--- src/design/tcce_pkg.sv ---
// ----------------------------------------------------------------------------
// tcce_pkg: shared types and constants of the text console cursor engine
// Screen geometry, command and result codes, and the words that pass between
// the front, back and output queue.
// ----------------------------------------------------------------------------
package tcce_pkg;

    // screen geometry
    localparam int COLS       = 80;
    localparam int ROWS       = 25;
    localparam int TAB_SPACES = 4;

    localparam int COL_W = $clog2(COLS);
    localparam int ROW_W = $clog2(ROWS + 1);   // one extra code for past-bottom
    localparam int SP_W  = $clog2(TAB_SPACES + 1);

    // field widths fixed by the interface
    localparam int CMD_W  = 2;
    localparam int CHAR_W = 8;
    localparam int PX_W   = 8;
    localparam int PY_W   = 6;
    localparam int LN_W   = 5;
    localparam int CLR_W  = 4;
    localparam int KIND_W = 3;

    // signed widths for move arithmetic (target or delta plus cursor)
    localparam int MX_W = ((COL_W + 1 > PX_W) ? COL_W + 1 : PX_W) + 1;
    localparam int MY_W = ((ROW_W + 1 > PY_W) ? ROW_W + 1 : PY_W) + 1;

    // queue depths
    localparam int IQ_DEPTH = 2;
    localparam int OQ_DEPTH = 2;

    // configuration registers
    localparam int CFG_IDX_W = 1;
    localparam logic [CFG_IDX_W-1:0] CFG_FG = 1'b0;
    localparam logic [CFG_IDX_W-1:0] CFG_BG = 1'b1;
    localparam logic [CLR_W-1:0] FG_RESET = 4'd7;
    localparam logic [CLR_W-1:0] BG_RESET = 4'd0;

    // input commands
    localparam logic [CMD_W-1:0] CMD_PRINT    = 2'd0;
    localparam logic [CMD_W-1:0] CMD_MOVE_ABS = 2'd1;
    localparam logic [CMD_W-1:0] CMD_MOVE_REL = 2'd2;
    localparam logic [CMD_W-1:0] CMD_SCROLL   = 2'd3;

    // control characters
    localparam logic [CHAR_W-1:0] CH_BS    = 8'd8;
    localparam logic [CHAR_W-1:0] CH_TAB   = 8'd9;
    localparam logic [CHAR_W-1:0] CH_NL    = 8'd10;
    localparam logic [CHAR_W-1:0] CH_VT    = 8'd11;
    localparam logic [CHAR_W-1:0] CH_FF    = 8'd12;
    localparam logic [CHAR_W-1:0] CH_CR    = 8'd13;
    localparam logic [CHAR_W-1:0] CH_SPACE = 8'd32;

    // classified operation
    typedef enum logic [3:0] {
        OP_GLYPH,
        OP_BS,
        OP_FF,
        OP_NL,
        OP_CR,
        OP_VT,
        OP_TAB,
        OP_MOVE_ABS,
        OP_MOVE_REL,
        OP_SCROLL
    } t_op;

    // result kinds
    typedef enum logic [KIND_W-1:0] {
        KIND_REPORT = 3'd0,
        KIND_DRAW   = 3'd1,
        KIND_CLEAR  = 3'd2,
        KIND_COPY   = 3'd3,
        KIND_FILL   = 3'd4
    } t_kind;

    // back-end sequencer phase
    typedef enum logic [1:0] {
        PH_MAIN,
        PH_POST,
        PH_FILL
    } t_phase;

    // classified word from front to back
    typedef struct packed {
        t_op                      op;
        logic [CHAR_W-1:0]        code;
        logic signed [PX_W-1:0]   pos_x;
        logic signed [PY_W-1:0]   pos_y;
        logic [LN_W-1:0]          lines;   // already limited to ROWS
    } t_item;

    typedef struct packed {
        logic  valid;
        t_item item;
    } t_qhead;

    // result word
    typedef struct packed {
        t_kind             kind;
        logic [COL_W-1:0]  cell_col;
        logic [ROW_W-1:0]  cell_row;
        logic [CHAR_W-1:0] glyph;
        logic [CLR_W-1:0]  fg;
        logic [CLR_W-1:0]  bg;
        logic [LN_W-1:0]   amount;
        logic [COL_W-1:0]  cur_col;
        logic [ROW_W-1:0]  cur_row;
        logic              last;
    } t_result;

    typedef struct packed {
        logic    push;
        t_result res;
    } t_rpush;

endpackage

--- src/design/text_console_cursor_engine_unit.sv ---
// ----------------------------------------------------------------------------
// text_console_cursor_engine_unit: character-cell console cursor engine
// Top level: configuration registers, command front end, cursor sequencer
// and result queue.
// ----------------------------------------------------------------------------
// Commands enter through a two-word queue and results leave through a
// two-word queue; the cursor sequencer between them emits one result word
// per clock while a command waits and the result queue has room. A command
// that yields one result (plain character, control character, move, scroll
// by zero) is taken with that result. A scroll yields a copy and a fill, a
// printable on the past-bottom row or a wrap off the last row adds a clear,
// and a tab yields one result per space plus any clear, at most five
// results. The first result word is registered in the command queue and
// then in the result queue before it reaches the output ports. Colors are
// written through the valid/ready port, which is always ready; write them
// only while the engine is idle.
module text_console_cursor_engine_unit import tcce_pkg::*; (
    input  logic                   i_clk,
    input  logic                   i_rst_n,
    // command queue side
    input  logic                   push,
    output logic                   full,
    input  logic [CMD_W-1:0]       i_cmd,
    input  logic [CHAR_W-1:0]      i_char_code,
    input  logic signed [PX_W-1:0] i_pos_x,
    input  logic signed [PY_W-1:0] i_pos_y,
    input  logic [LN_W-1:0]        i_scroll_lines,
    // result queue side
    output logic                   empty,
    input  logic                   pop,
    output logic [KIND_W-1:0]      o_kind,
    output logic [COL_W-1:0]       o_cell_col,
    output logic [ROW_W-1:0]       o_cell_row,
    output logic [CHAR_W-1:0]      o_glyph,
    output logic [CLR_W-1:0]       o_fg_out,
    output logic [CLR_W-1:0]       o_bg_out,
    output logic [LN_W-1:0]        o_row_amount,
    output logic [COL_W-1:0]       o_cursor_col,
    output logic [ROW_W-1:0]       o_cursor_row,
    output logic                   o_last,
    // configuration write port
    input  logic                   valid,
    output logic                   ready,
    input  logic [CFG_IDX_W-1:0]   i_cfg_index,
    input  logic [CLR_W-1:0]       i_cfg_data
);

    logic [CLR_W-1:0] r_fg, r_bg;
    t_qhead           w_head;
    logic             w_pop_item;
    t_rpush           w_rpush;
    logic             w_out_full;
    t_result          w_res;

    // color registers
    assign ready = 1'b1;

    always_ff @(posedge i_clk) begin
        if (!i_rst_n) begin
            r_fg <= FG_RESET;
            r_bg <= BG_RESET;
        end else if (valid && ready) begin
            unique case (i_cfg_index)
                CFG_FG: r_fg <= i_cfg_data;
                CFG_BG: r_bg <= i_cfg_data;
            endcase
        end
    end

    // front end: decode and command queue
    tcce_front u_front (
        .i_clk          (i_clk),
        .i_rst_n        (i_rst_n),
        .i_push         (push),
        .o_full         (full),
        .i_cmd          (i_cmd),
        .i_char_code    (i_char_code),
        .i_pos_x        (i_pos_x),
        .i_pos_y        (i_pos_y),
        .i_scroll_lines (i_scroll_lines),
        .o_head         (w_head),
        .i_pop          (w_pop_item)
    );

    // back end: cursor sequencer
    tcce_back u_back (
        .i_clk      (i_clk),
        .i_rst_n    (i_rst_n),
        .i_head     (w_head),
        .o_pop      (w_pop_item),
        .i_fg       (r_fg),
        .i_bg       (r_bg),
        .o_out      (w_rpush),
        .i_out_full (w_out_full)
    );

    // result queue
    tcce_out_queue u_out (
        .i_clk   (i_clk),
        .i_rst_n (i_rst_n),
        .i_in    (w_rpush),
        .o_full  (w_out_full),
        .o_empty (empty),
        .i_pop   (pop),
        .o_res   (w_res)
    );

    assign o_kind       = w_res.kind;
    assign o_cell_col   = w_res.cell_col;
    assign o_cell_row   = w_res.cell_row;
    assign o_glyph      = w_res.glyph;
    assign o_fg_out     = w_res.fg;
    assign o_bg_out     = w_res.bg;
    assign o_row_amount = w_res.amount;
    assign o_cursor_col = w_res.cur_col;
    assign o_cursor_row = w_res.cur_row;
    assign o_last       = w_res.last;

endmodule

--- src/design/tcce_front.sv ---
// ----------------------------------------------------------------------------
// tcce_front: input side of the console engine
// Decodes each accepted command into an operation word and holds it in a
// short queue until the back end takes it.
// ----------------------------------------------------------------------------
module tcce_front import tcce_pkg::*; (
    input  logic                   i_clk,
    input  logic                   i_rst_n,
    input  logic                   i_push,
    output logic                   o_full,
    input  logic [CMD_W-1:0]       i_cmd,
    input  logic [CHAR_W-1:0]      i_char_code,
    input  logic signed [PX_W-1:0] i_pos_x,
    input  logic signed [PY_W-1:0] i_pos_y,
    input  logic [LN_W-1:0]        i_scroll_lines,
    output t_qhead                 o_head,
    input  logic                   i_pop
);

    localparam int PTR_W = $clog2(IQ_DEPTH);
    localparam int CNT_W = $clog2(IQ_DEPTH + 1);

    t_item              r_mem [IQ_DEPTH];
    logic [PTR_W-1:0]   r_wr, r_rd;
    logic [CNT_W-1:0]   r_cnt;
    t_item              w_item;
    logic               w_wr_en, w_rd_en;

    // decode the command
    always_comb begin
        w_item       = '0;
        w_item.code  = i_char_code;
        w_item.pos_x = i_pos_x;
        w_item.pos_y = i_pos_y;
        if (32'(i_scroll_lines) > ROWS) begin
            w_item.lines = LN_W'(ROWS);
        end else begin
            w_item.lines = i_scroll_lines;
        end
        unique case (i_cmd)
            CMD_PRINT: begin
                unique case (i_char_code)
                    CH_BS:   w_item.op = OP_BS;
                    CH_FF:   w_item.op = OP_FF;
                    CH_NL:   w_item.op = OP_NL;
                    CH_CR:   w_item.op = OP_CR;
                    CH_VT:   w_item.op = OP_VT;
                    CH_TAB:  w_item.op = OP_TAB;
                    default: w_item.op = OP_GLYPH;
                endcase
            end
            CMD_MOVE_ABS: w_item.op = OP_MOVE_ABS;
            CMD_MOVE_REL: w_item.op = OP_MOVE_REL;
            CMD_SCROLL:   w_item.op = OP_SCROLL;
        endcase
    end

    assign o_full  = (r_cnt == CNT_W'(IQ_DEPTH));
    assign w_wr_en = i_push && !o_full;
    assign w_rd_en = i_pop && (r_cnt != '0);

    // queue storage
    always_ff @(posedge i_clk) begin
        if (w_wr_en) begin
            r_mem[r_wr] <= w_item;
        end
    end

    // queue pointers
    always_ff @(posedge i_clk) begin
        if (!i_rst_n) begin
            r_wr  <= '0;
            r_rd  <= '0;
            r_cnt <= '0;
        end else begin
            if (w_wr_en) begin
                r_wr <= (32'(r_wr) == IQ_DEPTH - 1) ? '0 : r_wr + 1'b1;
            end
            if (w_rd_en) begin
                r_rd <= (32'(r_rd) == IQ_DEPTH - 1) ? '0 : r_rd + 1'b1;
            end
            if (w_wr_en && !w_rd_en) begin
                r_cnt <= r_cnt + 1'b1;
            end else if (w_rd_en && !w_wr_en) begin
                r_cnt <= r_cnt - 1'b1;
            end
        end
    end

    assign o_head.valid = (r_cnt != '0);
    assign o_head.item  = r_mem[r_rd];

endmodule

--- src/design/tcce_back.sv ---
// ----------------------------------------------------------------------------
// tcce_back: cursor sequencer of the console engine
// Owns the cursor and turns each operation word into results, one per cycle
// while the result queue has room: clear before a draw past the bottom, draw,
// clear after a wrap off the bottom, tab spaces, and the copy/fill pair of a scroll.
// ----------------------------------------------------------------------------
module tcce_back import tcce_pkg::*; (
    input  logic             i_clk,
    input  logic             i_rst_n,
    input  t_qhead           i_head,
    output logic             o_pop,
    input  logic [CLR_W-1:0] i_fg,
    input  logic [CLR_W-1:0] i_bg,
    output t_rpush           o_out,
    input  logic             i_out_full
);

    t_phase              r_phase, n_phase;
    logic [COL_W-1:0]    r_col, n_col;
    logic [ROW_W-1:0]    r_line, n_line;
    logic [SP_W-1:0]     r_spaces, n_spaces;

    t_item               w_it;
    t_result             w_res;
    logic                w_go, w_done;
    logic                w_is_print, w_more, w_pre_clr, w_wrap, w_post;
    logic [ROW_W-1:0]    w_draw_line, w_lines;
    logic [CHAR_W-1:0]   w_glyph;
    logic signed [MX_W-1:0] w_mx;
    logic signed [MY_W-1:0] w_my;

    assign w_it = i_head.item;
    assign w_go = i_head.valid && !i_out_full;

    // decode helpers
    assign w_is_print  = (w_it.op == OP_GLYPH) || (w_it.op == OP_TAB);
    assign w_more      = (w_it.op == OP_TAB) && (32'(r_spaces) < TAB_SPACES - 1);
    assign w_pre_clr   = (32'(r_line) >= ROWS);
    assign w_wrap      = (32'(r_col) + 1 >= COLS);
    assign w_draw_line = w_wrap ? r_line + 1'b1 : r_line;
    assign w_post      = (32'(w_draw_line) >= ROWS);
    assign w_glyph     = (w_it.op == OP_TAB) ? CH_SPACE : w_it.code;
    assign w_lines     = ROW_W'(w_it.lines);

    // move targets, absolute or relative
    always_comb begin
        w_mx = MX_W'(w_it.pos_x);
        w_my = MY_W'(w_it.pos_y);
        if (w_it.op == OP_MOVE_REL) begin
            w_mx = w_mx + $signed(MX_W'(r_col));
            w_my = w_my + $signed(MY_W'(r_line));
        end
    end

    // next phase
    always_comb begin
        n_phase = r_phase;
        unique case (r_phase)
            PH_MAIN: begin
                if (w_is_print && !w_pre_clr && w_post) begin
                    n_phase = PH_POST;
                end else if (w_it.op == OP_SCROLL && w_it.lines != '0) begin
                    n_phase = PH_FILL;
                end
            end
            PH_POST: n_phase = PH_MAIN;
            PH_FILL: n_phase = PH_MAIN;
            default: n_phase = PH_MAIN;
        endcase
    end

    // result word and cursor update
    always_comb begin
        w_res    = '0;
        n_col    = r_col;
        n_line   = r_line;
        n_spaces = r_spaces;
        w_done   = 1'b0;
        w_res.kind = KIND_REPORT;
        unique case (w_it.op)
            OP_GLYPH, OP_TAB: begin
                if (r_phase == PH_POST || w_pre_clr) begin
                    // clear to home
                    w_res.kind = KIND_CLEAR;
                    w_res.bg   = i_bg;
                    n_col      = '0;
                    n_line     = '0;
                    if (r_phase == PH_POST) begin
                        if (w_more) begin
                            n_spaces = r_spaces + 1'b1;
                        end else begin
                            w_done = 1'b1;
                        end
                    end
                end else begin
                    w_res.kind     = KIND_DRAW;
                    w_res.cell_col = r_col;
                    w_res.cell_row = r_line;
                    w_res.glyph    = w_glyph;
                    w_res.fg       = i_fg;
                    w_res.bg       = i_bg;
                    n_col          = w_wrap ? '0 : r_col + 1'b1;
                    n_line         = w_draw_line;
                    if (!w_post) begin
                        if (w_more) begin
                            n_spaces = r_spaces + 1'b1;
                        end else begin
                            w_done = 1'b1;
                        end
                    end
                end
            end
            OP_BS: begin
                if (r_col != '0) begin
                    n_col = r_col - 1'b1;
                end
                w_done = 1'b1;
            end
            OP_FF: begin
                w_res.kind = KIND_CLEAR;
                w_res.bg   = i_bg;
                n_col      = '0;
                n_line     = '0;
                w_done     = 1'b1;
            end
            OP_NL, OP_VT: begin
                if (w_it.op == OP_NL) begin
                    n_col = '0;
                end
                if (32'(r_line) < ROWS) begin
                    n_line = r_line + 1'b1;
                end
                w_done = 1'b1;
            end
            OP_CR: begin
                n_col  = '0;
                w_done = 1'b1;
            end
            OP_MOVE_ABS, OP_MOVE_REL: begin
                if (w_mx < 0) begin
                    n_col = '0;
                end else if (w_mx > $signed(MX_W'(COLS - 1))) begin
                    n_col = COL_W'(COLS - 1);
                end else begin
                    n_col = COL_W'(w_mx);
                end
                if (w_my < 0) begin
                    n_line = '0;
                end else if (w_my > $signed(MY_W'(ROWS - 1))) begin
                    n_line = ROW_W'(ROWS - 1);
                end else begin
                    n_line = ROW_W'(w_my);
                end
                w_done = 1'b1;
            end
            OP_SCROLL: begin
                if (r_phase == PH_FILL) begin
                    w_res.kind     = KIND_FILL;
                    w_res.cell_row = ROW_W'(ROWS - 32'(w_it.lines));
                    w_res.bg       = i_bg;
                    w_done         = 1'b1;
                end else if (w_it.lines == '0) begin
                    w_done = 1'b1;
                end else begin
                    w_res.kind   = KIND_COPY;
                    w_res.amount = w_it.lines;
                    n_line       = (r_line > w_lines) ? r_line - w_lines : '0;
                end
            end
            default: begin
                w_done = 1'b1;
            end
        endcase
        w_res.cur_col = n_col;
        w_res.cur_row = n_line;
        w_res.last    = w_done;
    end

    // sequencer registers
    always_ff @(posedge i_clk) begin
        if (!i_rst_n) begin
            r_phase  <= PH_MAIN;
            r_col    <= '0;
            r_line   <= '0;
            r_spaces <= '0;
        end else if (w_go) begin
            r_col  <= n_col;
            r_line <= n_line;
            if (w_done) begin
                r_phase  <= PH_MAIN;
                r_spaces <= '0;
            end else begin
                r_phase  <= n_phase;
                r_spaces <= n_spaces;
            end
        end
    end

    assign o_pop      = w_go && w_done;
    assign o_out.push = w_go;
    assign o_out.res  = w_res;

endmodule

--- src/design/tcce_out_queue.sv ---
// ----------------------------------------------------------------------------
// tcce_out_queue: result queue of the console engine
// Holds finished result words until the consumer pops them, so the back end
// keeps running while a result waits.
// ----------------------------------------------------------------------------
module tcce_out_queue import tcce_pkg::*; (
    input  logic    i_clk,
    input  logic    i_rst_n,
    input  t_rpush  i_in,
    output logic    o_full,
    output logic    o_empty,
    input  logic    i_pop,
    output t_result o_res
);

    localparam int PTR_W = $clog2(OQ_DEPTH);
    localparam int CNT_W = $clog2(OQ_DEPTH + 1);

    t_result          r_mem [OQ_DEPTH];
    logic [PTR_W-1:0] r_wr, r_rd;
    logic [CNT_W-1:0] r_cnt;
    logic             w_wr_en, w_rd_en;

    assign o_full  = (r_cnt == CNT_W'(OQ_DEPTH));
    assign o_empty = (r_cnt == '0);
    assign w_wr_en = i_in.push && !o_full;
    assign w_rd_en = i_pop && !o_empty;

    // result storage
    always_ff @(posedge i_clk) begin
        if (w_wr_en) begin
            r_mem[r_wr] <= i_in.res;
        end
    end

    // pointers and fill count
    always_ff @(posedge i_clk) begin
        if (!i_rst_n) begin
            r_wr  <= '0;
            r_rd  <= '0;
            r_cnt <= '0;
        end else begin
            if (w_wr_en) begin
                r_wr <= (32'(r_wr) == OQ_DEPTH - 1) ? '0 : r_wr + 1'b1;
            end
            if (w_rd_en) begin
                r_rd <= (32'(r_rd) == OQ_DEPTH - 1) ? '0 : r_rd + 1'b1;
            end
            if (w_wr_en && !w_rd_en) begin
                r_cnt <= r_cnt + 1'b1;
            end else if (w_rd_en && !w_wr_en) begin
                r_cnt <= r_cnt - 1'b1;
            end
        end
    end

    assign o_res = r_mem[r_rd];

endmodule

--- config.mk ---
export PLATFORM = sky130hd
export DESIGN_NAME = text_console_cursor_engine_unit
export DESIGN_NICKNAME = d
export VERILOG_FILES = /design/src/design/tcce_pkg.sv /design/src/design/text_console_cursor_engine_unit.sv /design/src/design/tcce_front.sv /design/src/design/tcce_back.sv /design/src/design/tcce_out_queue.sv
export SDC_FILE = /design/constraint.sdc
export NUM_CORES = 1
export LEC_CHECK = 0
export BUFFER_PORTS_ARGS = -buffer_cell sky130_fd_sc_hd__buf_2
export CELL_PAD_IN_SITES_DETAIL_PLACEMENT = 0
export CELL_PAD_IN_SITES_GLOBAL_PLACEMENT = 1
export CORE_ASPECT_RATIO = 0.6
export CORE_UTILIZATION = 40
export CTS_CLUSTER_DIAMETER = 80
export CTS_CLUSTER_SIZE = 24
export DETAILED_ROUTE_END_ITERATION = 10
export PLACE_DENSITY_LB_ADDON = 0.3
export REMOVE_ABC_BUFFERS = 1
export SLEW_MARGIN = 30
export SYNTH_ARGS = -nofsm -noshare
export SYNTH_HDL_FRONTEND = slang
export SYNTH_HIERARCHICAL = 1
export SYNTH_SLANG_ARGS = --single-unit
--- constraint.sdc ---
create_clock -name i_clk -period 5 [get_ports i_clk]
set_clock_uncertainty 0.15 [all_clocks]
set_input_delay 0.5 -clock i_clk [delete_from_list [all_inputs] [get_ports i_clk]]
set_output_delay 0.5 -clock i_clk [all_outputs]
set_load 0.02 [all_outputs]
Word level (Yosys, flattened, before mapping)
Memory sizes are Yosys's and may differ from the RTL's. A register that Yosys moved wholly into a read port is not among the register bits.
Cells that the tools add are included.

word-level totals
  bits in registers = 33
  bits in writable memories = 160
  input bits = 39
  output and inout bits = 52
  logic and storage cells = 181
  memories kept = 2

memory list
  name           words  width  read ports  clocked after memory_dff  wr ports  RTL line              RTL
  u_out.r_mem    2      49     1           1                         1         tcce_out_queue.sv:19  t_result r_mem [OQ_DEPTH];
  u_front.r_mem  2      31     1           1                         1         tcce_front.sv:23      t_item r_mem [IQ_DEPTH];

cells by class
  add/sub/neg operators = 17
  $lt $le $gt $ge = 11
  equality and inequality tests = 25
  multiplexer cells = 69
  bitwise logic cells = 1
  reductions and logical operators = 44

operator list
  kind                   number
  $mux W5                13
  $mux W7                8
  $eq A8 B4 Y1 const B   6
  $pmux W7 S5            1
  $ge A32 B7 Y1 const B  1
  $pmux W5 S5            1
  $mux W24               1
  $mux W3                7
  $mux W2                10
  $mux W1                18
  $pmux W3 S6            1
  $eq A4 B3 Y1 const B   4
  $pmux W4 S4            1
  $logic_and A1 B1 Y1    14
  $mux W12               1
  $eq A2 B2 Y1 const B   5
  $ge A5 B5 Y1 const B   2
  $pmux W5 S2            1
  $add A8 B8 Y9          1
  $gt A9 B8 Y1 const B   1
  $lt A9 B1 Y1 const B   1
  $mux W9                1
  $pmux W3 S3            1
  $add A7 B1 Y8 const B  1
  other kinds (40)       66

Depth between registers and ports, before layout
  word-level depth = 12
  gate-level depth with buffers = 14

Hierarchy
The synthesis kept the hierarchy.

by module, submodules not included
  module                           times used  cells an instance  area each (um^2)
  tcce_out_queue                   1           177                3762.4
  tcce_back                        1           477                3420.8
  tcce_front                       1           143                2593.7
  text_console_cursor_engine_unit  1           36                 331.6

Worst setup path before layout
OpenSTA, ideal clock, no wires.

  path kind = register to register
  start = register u_out.r_cnt[0]
  end = memory u_out/r_mem[0][0] (netlist name), enable pin
  data arrival time = 3.254 ns
  required time = 4.401 ns
  slack = 1.147 ns
  cell stages (with the launch flop) = 9
  buffers on the path = 2
  cells stage by stage = dfxtp_1 nand2b_1 inv_2 nand2b_1 inv_1 clkbuf_1 buf_4 inv_1 nor3_2

between the ends
  longest elaborated chain between the ends = 6

RTL lines
  item                           RTL line                               RTL
  start, declared                tcce_out_queue.sv:21                   logic [CNT_W-1:0] r_cnt;
  start signal, assigned         tcce_out_queue.sv:50                   r_cnt <= r_cnt + 1'b1;
  start signal, assigned         tcce_out_queue.sv:52                   r_cnt <= r_cnt - 1'b1;
  $eq A2 B2 Y1                   tcce_out_queue.sv:24                   assign o_full = (r_cnt == CNT_W'(OQ_DEPTH));
  net w_out_full                 text_console_cursor_engine_unit.sv:52  logic w_out_full;
  $logic_not A1 Y1               tcce_back.sv:33                        assign w_go = i_head.valid && !i_out_full;
  $logic_and A1 B1 Y1            tcce_back.sv:33
  net u_back.w_go                tcce_back.sv:25                        logic w_go, w_done;
  $logic_and A1 B1 Y1            tcce_out_queue.sv:26                   assign w_wr_en = i_in.push && !o_full;
  $mux W1                        tcce_out_queue.sv:31                   if (w_wr_en) begin
  $mux W1 (not written as such)  tcce_out_queue.sv:32                   r_mem[r_wr] <= i_in.res;
  end, declared                  tcce_out_queue.sv:19

The timed path passes the listed nets, and every way through them passes these cells.

==> flow_summary_export.csv <==
group,metric,value,unit
global_route,overflow,0,
finish,layout-drive-gt1-share,26.1,%
yosys,synth_area,10100,um^2
finish,fin_cells,1247,
sta,tightest_slew,895,ps
drt,wl,23.4,mm
floorplan,ioPinCount,91,
global_route,grt_pass1_vias,6627,
sta,fin_crit,4010,ps
global_route,antenna_found_initial,0,
clocking,ctsResizeCount,0,
drt,dr.pass1.iters,5,
min_path,worstHoldPathType,"input pin to register",
yosys,syn_avg_cell_area,12.1,um^2
clocking,cts_made_buffers,17,
floorplan,core,24500,um^2
place,dp.cells,1215,
run,max_cap_viol_count,0,
drt,drt-vias-per-instance,5.54,
global_route,grt_max_degree,50,
yosys,synth_cells,833,
place,place.gp.congestion,0.876,
yosys,seq_area_frac_synth,54.5,%
min_path,holdCritStartpoint,"i_pos_x[3]",
power_and_ir_drop,internal-power,0.00422,W
floorplan,die_area,25900,um^2
run_status,status,"completed",
drt,drtAntennaViolNets,0,
yosys,synth_warnings,6,
clocking,cts.sink_count,195,
clocking,cts_tree,"yes",
setup_path,cp_max_fo,12,
sta,rsz0062_at_grt,"false",
yosys,synth_seq_cells,195,
yosys,synth_edf_count,160,
finish,layout.nets,980,
power_and_ir_drop,ir_drop,0.000288,V
yosys,async_reset_ff_share,0,%
sta,relSlewSlack,40.3,%
drt,drt_iter0_drc,534,
clocking,clkLatencyLatePin,450,ps
drt,wire_per_inst,18.8,um
sta,finalSetupTns,0,ps
sta,period_share,80.2,%
setup_path,required,5010,ps
clocking,cts-root-buf,"clkbuf_16",
sta,slew_viol_final,0,
sta,finalHoldViolations,0,
power_and_ir_drop,p_clk_share,18.7,%
drt,drc_errors,0,
global_route,grt_util_all_layers,18.7,%
clocking,clk_path_buf_depth,2,
yosys,synth_cell_type_count,92,
floorplan,initial_utilization,41.3,%
clocking,htreeDepth,4,
place,dp_hpwl,16.7,mm
power_and_ir_drop,p_leak,4.19,nW
sta,setup_violations,0,
setup_path,cp_data_arrival_time,4010,ps
power_and_ir_drop,combinationalPowerShare,45.4,%
power_and_ir_drop,power.density,625,nW/um^2
clocking,clk_pin_slew,70,ps
yosys,ys.flop_type,"edfxtp_1",
floorplan,row_count,44,
setup_path,setup.worst_path.end_class,"register",
place,port_buffers,89,
sta,fmax,249,MHz
setup_path,cp-start-kind,"register",
setup_path,worst-setup-path-type,"register to register",
power_and_ir_drop,p_sw_share,40.9,%
clocking,cts_hold_buf,0,
clocking,cts_setup_buffers,0,
floorplan,die_w,207,um
finish,synthToLayoutAreaGrowth,13.0,%
finish,diodes,0,
drt,vias,6908,
power_and_ir_drop,power_frac_seq,35.8,%
floorplan,dieHeight,125,um
global_route,grt_pass1_wl,37.3,mm
power_and_ir_drop,power_switching,0.00292,W
final timing paths:
| path | to | slack (ps) | cells past startpoint |
|---|---|---|---|
| hold reg to reg | r_bg[2] | 310 | 2 |
| hold / removal | u_front/r_mem[1][14] | 80 | 1 |
| setup / recovery | u_out/r_mem[0][9] | 990 | 12 |
| setup reg to reg | u_out/r_mem[0][9] | 990 | 12 |
power groups by stage:
stage	registers (W)	logic, W	clock network (W)
floorplan	0.00255	0.00226	0
detailed placement	0.00259	0.00323	0
finish	0.00256	0.00324	0.00134
global placement	0.00258	0.00323	0
global route	0.00260	0.00357	0.00144
CTS	0.00256	0.00325	0.00137
registers in the layout (all words and copies together), names as in the netlist, named ones only:
register,flops
u_back/r_phase,2
u_front/r_rd,1
u_front/r_wr,1
u_back/r_line,5
r_fg,4
u_out/r_rd,1
u_out/r_mem,98
u_front/r_cnt,2
u_front/r_mem,62
r_bg,4
u_out/r_wr,1
u_out/r_cnt,2
u_back/r_spaces,3
u_back/r_col,7
synthesized netlist by cell type, drive strengths merged, types with 10 or more instances:
cell type | count | area [um^2]
edfxtp | 160 | 4800
mux2 | 83 | 935
nand2 | 44 | 165
o21ai | 44 | 220
a21oi | 43 | 215
nor2 | 41 | 156
dfxtp | 35 | 701
and2 | 29 | 184
inv | 28 | 105
ha | 26 | 325
buf | 24 | 160
nor3 | 22 | 130
clkbuf | 19 | 71.3
nand3 | 16 | 85.1
o211ai | 12 | 105
xnor2 | 12 | 105
nand2b | 11 | 68.8
nor2b | 11 | 76.3
a31oi | 10 | 62.6
o22ai | 10 | 62.6
xor2 | 10 | 87.6
logic make-up (layout without fill, tap and decap cells):
family                     after synthesis  in the layout  synth area share (%)
AOI/OAI and AO/OA                      197            197                  13.7
xor gates and xnor gates                22             22                  1.91
adders and majority gates               29             29                  3.81
buffers and inverters                   71            163                  3.33
DFF                                    195            195                  54.5
muxes                                   90             90                  9.94
other                                    1              1                0.0371
and+or+nand+nor                        228            228                  12.8
critical path: stages, from the launching register on:
cell and delay (ps):
dfxtp_1 750, buf_4 330, mux2_2 370, ha_1 230, inv_1 70, fa_1 210
nor2b_1 70, o31a_1 270, o31a_1 290, mux2_2 240, nand2_1 50, a21boi_1 490
a31oi_1 200
per-layer routing:
metal,wire length [um],share of wire (%),GRT usage (%),vias to the layer above
met3,1410,6.0,4.40,15
met1,11900,51,27.9,3356
li1,-,-,-,3334
met2,9890,42,26.8,203
met5,0,0,0,-
met4,231,0.99,5.09,0
placed cells by master (no fill, tap or decap), types with 5 or more instances in the layout:
| cell | Yosys | layout |
|---|---|---|
| a211oi_1 | 5 | 5 |
| a21boi_1 | 5 | 5 |
| a21o_1 | 6 | 6 |
| a21oi_1 | 43 | 43 |
| a31oi_1 | 10 | 10 |
| and2_1 | 27 | 27 |
| and3_1 | 8 | 7 |
| buf_2 | 14 | 89 |
| buf_4 | 4 | 14 |
| clkbuf_16 | 0 | 17 |
| clkinvlp_4 | 0 | 5 |
| dfxtp_1 | 35 | 34 |
| edfxtp_1 | 160 | 160 |
| ha_1 | 26 | 26 |
| inv_1 | 27 | 27 |
| mux2_1 | 10 | 10 |
| mux2_2 | 73 | 73 |
| mux2i_1 | 7 | 7 |
| nand2_1 | 44 | 44 |
| nand2b_1 | 11 | 11 |
| nand3_1 | 15 | 15 |
| nand4_1 | 5 | 5 |
| nor2_1 | 40 | 40 |
| nor2b_1 | 10 | 10 |
| nor3_1 | 18 | 18 |
| nor4_1 | 6 | 6 |
| o211ai_1 | 9 | 9 |
| o21a_1 | 9 | 9 |
| o21ai_0 | 38 | 38 |
| o21ai_1 | 6 | 6 |
| o221ai_1 | 7 | 7 |
| o22ai_1 | 10 | 10 |
| o31ai_1 | 5 | 5 |
| or3_1 | 6 | 6 |
| xnor2_1 | 12 | 12 |
| xor2_1 | 10 | 10 |
cell type report:
class | instances | area, um^2
fill | 2224 | 13100
sequential | 195 | 5510
multi-input combinational | 567 | 4280
timing repair buffer | 103 | 551
clock buffer | 17 | 425
tap | 322 | 403
clock inverter | 15 | 150
inverter | 28 | 105
stage by stage:
stage / hold slack [ps] / util (%) / power, W / area, um^2 / setup slack [ps]
6_report: 85.0 / 46.6 / 0.00714 / 11400 / 991
4_1_cts: 67.8 / 46.6 / 0.00719 / 11400 / 1030
2_1_floorplan: 280 / - / 0.00481 / 9880 / 1200
3_5_place_dp: 301 / 44.3 / 0.00583 / 10800 / 1050
5_1_grt: 68.7 / 46.6 / 0.00761 / 11400 / 733
3_3_place_gp: 293 / 44.3 / 0.00582 / 10800 / 1100
(Power assumes the default switching activity.)
